[src/design/vbs_pkg.sv]
// ----------------------------------------------------------------------------
// vbs_pkg
// Shared constants, types and the color distance test for the background
// segmenter.
// ----------------------------------------------------------------------------
package vbs_pkg;

    localparam int NUM_SAMPLES = 16;
    localparam int PIXELS      = 65536;

    localparam int PIX_W   = (PIXELS > 1) ? $clog2(PIXELS) : 1;
    localparam int SAMP_AW = (PIXELS * NUM_SAMPLES > 1) ? $clog2(PIXELS * NUM_SAMPLES) : 1;
    localparam int KCNT_W  = $clog2(NUM_SAMPLES + 1);
    localparam int COLOR_W = 24;
    localparam int COUNT_W = 6;

    localparam logic [0:0] OP_SEGMENT = 1'b0;
    localparam logic [0:0] OP_WRITE   = 1'b1;

    localparam logic [4:0] SLOT_HIST_FIRST  = 5'd0;
    localparam logic [4:0] SLOT_HIST_SECOND = 5'd1;
    localparam logic [4:0] SLOT_SAMPLE_BASE = 5'd2;

    localparam logic [0:0] REG_THRESHOLD   = 1'b0;
    localparam logic [0:0] REG_MIN_MATCHES = 1'b1;

    localparam logic [7:0] THRESHOLD_RESET   = 8'd20;
    localparam logic [4:0] MIN_MATCHES_RESET = 5'd2;

    typedef enum logic [2:0] {
        ST_IDLE,
        ST_WRITE,
        ST_HIST_RD,
        ST_HIST_CMP,
        ST_SAMP_RD,
        ST_SAMP_CMP,
        ST_FINISH
    } state_t;

    typedef struct packed {
        logic load;
        logic write_item;
        logic read_hist;
        logic cmp_hist;
        logic read_sample;
        logic cmp_sample;
        logic write_back;
        logic load_result;
    } cmd_t;

    typedef struct packed {
        logic is_write;
        logic scan_more;
        logic out_busy;
    } status_t;

    function automatic logic [7:0] abs_diff(input logic [7:0] a, input logic [7:0] b);
        logic [7:0] d;
        d = (a > b) ? (a - b) : (b - a);
        return d;
    endfunction

    // L1 distance over three channels against three times the threshold
    function automatic logic near_color(input logic [COLOR_W-1:0] a,
                                        input logic [COLOR_W-1:0] b,
                                        input logic [7:0] thr);
        logic [9:0] l1_sum;
        logic [9:0] limit;
        l1_sum = {2'b00, abs_diff(a[7:0], b[7:0])}
               + {2'b00, abs_diff(a[15:8], b[15:8])}
               + {2'b00, abs_diff(a[23:16], b[23:16])};
        limit = {1'b0, thr, 1'b0} + {2'b00, thr};
        return l1_sum <= limit;
    endfunction

endpackage

[src/design/vbs_ctrl.sv]
// ----------------------------------------------------------------------------
// vbs_ctrl
// Sequencer for one item: model write, or history check followed by the
// sample scan and result hand-off.
// ----------------------------------------------------------------------------
module vbs_ctrl (
    input  logic             clk,
    input  logic             rst_n,
    input  logic             in_valid,
    output logic             in_ready,
    input  vbs_pkg::status_t status,
    output vbs_pkg::cmd_t    cmd
);

    import vbs_pkg::*;

    state_t state_reg;
    state_t state_next;

    always_ff @(posedge clk or negedge rst_n)
    begin
        if (!rst_n)
        begin
            state_reg <= ST_IDLE;
        end
        else
        begin
            state_reg <= state_next;
        end
    end

    always_comb
    begin
        state_next = state_reg;
        unique case (state_reg)
            ST_IDLE:
            begin
                if (in_valid)
                begin
                    state_next = ST_WRITE;
                end
            end
            ST_WRITE:
            begin
                // item registers are loaded now; branch on the operation
                state_next = status.is_write ? ST_IDLE : ST_HIST_CMP;
            end
            ST_HIST_RD:    state_next = ST_HIST_CMP;
            ST_HIST_CMP:   state_next = ST_SAMP_RD;
            ST_SAMP_RD:    state_next = status.scan_more ? ST_SAMP_CMP : ST_FINISH;
            ST_SAMP_CMP:   state_next = ST_SAMP_RD;
            ST_FINISH:
            begin
                if (!status.out_busy)
                begin
                    state_next = ST_IDLE;
                end
            end
            default:       state_next = ST_IDLE;
        endcase
    end

    always_comb
    begin
        cmd      = '0;
        in_ready = 1'b0;
        unique case (state_reg)
            ST_IDLE:
            begin
                in_ready = 1'b1;
                cmd.load = in_valid;
            end
            ST_WRITE:
            begin
                // write items commit here; segment items fetch both histories
                cmd.write_item = status.is_write;
                cmd.read_hist  = !status.is_write;
            end
            ST_HIST_RD:    cmd.read_hist = 1'b1;
            ST_HIST_CMP:   cmd.cmp_hist = 1'b1;
            ST_SAMP_RD:    cmd.read_sample = status.scan_more;
            ST_SAMP_CMP:   cmd.cmp_sample = 1'b1;
            ST_FINISH:
            begin
                cmd.write_back  = 1'b1;
                cmd.load_result = !status.out_busy;
            end
            default:       cmd = '0;
        endcase
    end

endmodule

[config.mk]
export PLATFORM = sky130hd
export DESIGN_NAME = vbs_ctrl
export DESIGN_NICKNAME = d
export VERILOG_FILES = /design/src/design/vbs_pkg.sv /design/src/design/vbs_ctrl.sv
export SDC_FILE = /design/constraint.sdc
export NUM_CORES = 1
export LEC_CHECK = 0
export ABC_AREA = 1
export BUFFER_PORTS_ARGS = -buffer_cell sky130_fd_sc_hd__buf_2
export CORE_AREA = 2 2 39 41
export DETAILED_ROUTE_END_ITERATION = 6
export DIE_AREA = 0 0 41 43
export SYNTH_ARGS = -nofsm -noshare
export SYNTH_HDL_FRONTEND = slang
export SYNTH_SLANG_ARGS = --single-unit
[constraint.sdc]
create_clock -name clk -period 1.4 [get_ports clk]
set_input_delay 0.14 -clock clk [delete_from_list [all_inputs] [get_ports clk]]
set_output_delay 0.14 -clock clk [all_outputs]
set_load 0.1 [all_outputs]
==> metrics.sh <==
WORSTHOLDPATHTYPE='input pin to async pin'
WORST-SETUP-PATH-TYPE='register to output port'
PLACEMENT.IO_BUFFERS=14
SYN_NETS=41
POST-ROUTE-PERIOD-UTIL=1.05
CORE_UM2=1380
CRITPATHSLOWESTCELL='sky130_fd_sc_hd__dfrtp_2'
CRITICAL_PATH.STARTPOINT='state_reg[1]'
POST_SYNTH_INSTANCE_AREA_UM2=233
SEQCELLAREA_UM2=78.8
MOST_FREQUENT_STANDARD_CELL_IN_THE_LAYOUT_EXCLUDING_FILL_AND_TAP_CELLS='sky130_fd_sc_hd__buf_12'
ROUTABILITYCONGESTION=0.760
GRT_MAX_DEGREE=8
INSERTION_DELAY_NS=0.23
NUMBER_OF_GLOBAL_ROUTE_VIAS_BEFORE_REPAIR=360
PLACEMENT_ROWS=14
CLK_TRANSITION_REPORTED_PATHS_NS=0.04
DIE_H_UM=43
WORSTSETUPPATHDEPTH=4
ROUTE.DETAILED.DRC=0
FP.DIEW_UM=41
MULTI_INPUT_AREA_UM2=218
DP_SLACK_NS=0.0975
R2R.WORST_PATH.CELLS=8
CTS.SINK_COUNT=3
ANTENNADIODECOUNT=0
PLACED_CELLS=66
REG2REG_SETUP_SLACK_NS=0.21
DRT_WL_TOTAL_UM=759
TIMING.CRITICAL_PATH.TO='cmd[0]'
SLEW_VIOLATIONS=0
PIN_COUNT=15
TIMING.FINAL.CRIT_PERIOD_NS=1.47
ROUTE.DETAILED.VIAS_PER_INST=4.33
WORST-SLEW-PIN-TRANSITION_NS=0.264
FAILING_CHECKS='negative setup slack'
CTS-HTREE-LEVELS=1
SETUP-VIOLATIONS-FINAL=7
HOLD_VIOL=0
SETUP.WORST_PATH.START_CLASS='register'
R2R_START='state_reg[1]'
CLOCK_SKEW_NS=0.000594
FLIP_FLOP_COUNT_OF_THE_LARGEST_REGISTER_ALL_COPIES_AND_WORDS_ADDED=3
YOSYSSEQAREASHARE=0.323
DRT_FIRST_ITER_VIOLATIONS=5
POST_SYNTH.CELL_AREA_AVG_UM2=6.65
WORST_SLEW_MARGIN_RELATIVE_TO_ITS_LIMIT=0.822
CTS_BUFFER_DEPTH=2
MAXIMUM_FANOUT_ALONG_THE_WORST_PATH=3
SYNTH_SEQ_CELLS=3
VIAS=338
NETLIST-CELL-TYPE-COUNT=14
WORST_PATH_LARGEST_CELL_DELAY_NS=0.39
TRITONCTS.NUM_BUFFERS=3
CRITICAL_PATH_ARRIVAL_NS=1.33
LAYOUT_SETUP_WS_NS=-0.0675
TRITONCTS_CLOCK_TREE='built'
INITIAL_CORE_UTILIZATION=0.168
R2R_END='state_reg[0]'
CRIT_REQUIRED_NS=1.26
REMAINING_ANTENNA_VIOLATION_COUNT_AFTER_ROUTING=0
FIRST_PASS_ITERS=4
WORSTPATHBUFFERINVERTERCOUNT=3
SYNTH-WARNING-COUNT=0
DETAILEDPLACEMENTHPWL_UM=564
FINAL_CELL_UTILIZATION_OF_THE_CORE=0.493
LAYOUT.CELLS.MOST_COMMON_LIST='sky130_fd_sc_hd__buf_12 (10), sky130_fd_sc_hd__buf_4 (6), sky130_fd_sc_hd__buf_2 (5)'
CLOCK_TREE.ROOT_CELL='sky130_fd_sc_hd__clkbuf_4'
COUNT_OF_MAX_CAP_CONSTRAINT_VIOLATIONS=0
INSTANCES_NO_FILL=78
GLOBALROUTE.TOTALOVERFLOW=0
AREA_GROWTH_PCT=193
ANTENNA_FOUND_INITIAL=0
DRIVE_ABOVE_1_SHARE=0.742
CRITICAL_PATH.TOP_DELAY_FAMILY='flip-flops'
POST_DRT_WL_PER_CELL_UM=9.73
NNETSFINAL=69
FINAL_LAYOUT_SETUP_TOTAL_NEGATIVE_SLACK_NS=-0.255
RSZ0062_AT_GRT='true'
TOT_GR_TRACK_USE=0.117
FINAL.FILL_COUNT=143
AREA_OF_THE_DIE_UM2=1760
POST_SYN_INSTANCES=35
SETUP.WORST_PATH.END_CLASS='output port'
GRT_PASS1_WL_MM=1.39
OUTCOME='finished, violations left'
MAX_CLOCK_FREQ_MHz=681
PATH_CELLS='inv_4, buf_6, nor4_4, buf_12'
metrics by stage:
step	area, um2	hold slack (ns)
2_1_floorplan	327	-0.156
3_3_place_gp	559	-0.0577
3_5_place_dp	559	-0.0568
4_1_cts	677	0.230
5_1_grt	682	0.227
6_report	682	0.233
cell families (layout without fill, tap and decap cells):
| group | after synthesis | in the layout | synth area share |
|---|---|---|---|
| AND/OR/NAND/NOR | 22 | 22 | 0.511 |
| buffers and inverters | 9 | 36 | 0.145 |
| flip-flops | 3 | 3 | 0.323 |
| AO/OA/AOI/OAI | 1 | 1 | 0.0215 |
routing by layer:
metal	wire [um]	vias to the layer above	GRT usage
met1	302	155	0.140
met4	0	0	0.0800
met3	37	0	0.0157
met2	420	11	0.181
li1	-	172	-
met5	0	-	0
what timing repair did:
action / 4_1_cts / 5_1_grt
setup endpoints to repair: 8 / 7
setup buffers: 7 / 0
gates cloned: 0 / 0
pin swaps: 4 / 1
hold buffers: 1 / 0
hold endpoints to repair: 3 / 0
resized for setup: 4 / 2
cell type report:
| class | instances | share of cell area |
|---|---|---|
| clock buffer | 4 | 0.0385 |
| inverter | 9 | 0.0697 |
| multi-input combinational | 23 | 0.319 |
| sequential | 3 | 0.116 |
| tap | 16 | 0.0294 |
| timing repair buffer | 23 | 0.428 |
synth_stat cells, drive strengths merged:
| cell | count | area [um2] |
|---|---|---|
| nor3 | 3 | 20.0 |
| nor4 | 2 | 12.5 |
| nor2 | 4 | 17.5 |
| nand3b | 1 | 7.51 |
| o21ai | 1 | 5.00 |
| nand2 | 5 | 18.8 |
| dfrtp | 3 | 75.1 |
| nand4 | 2 | 12.5 |
| nand3 | 5 | 30.0 |
| inv | 9 | 33.8 |
how the worst min path moves through the flow:
stage                   endpoint  slack, ns  cells past startpoint
finish              state_reg[1]       0.23                      2
global route        state_reg[1]       0.23                      2
CTS                 state_reg[2]       0.23                      2
detailed placement  state_reg[1]      -0.06                      1
global placement    state_reg[2]      -0.06                      1
floorplan           state_reg[0]      -0.16                      0
Power is not shown: default switching activity piles up to over one toggle a cycle in this logic, so the estimate is an artifact.
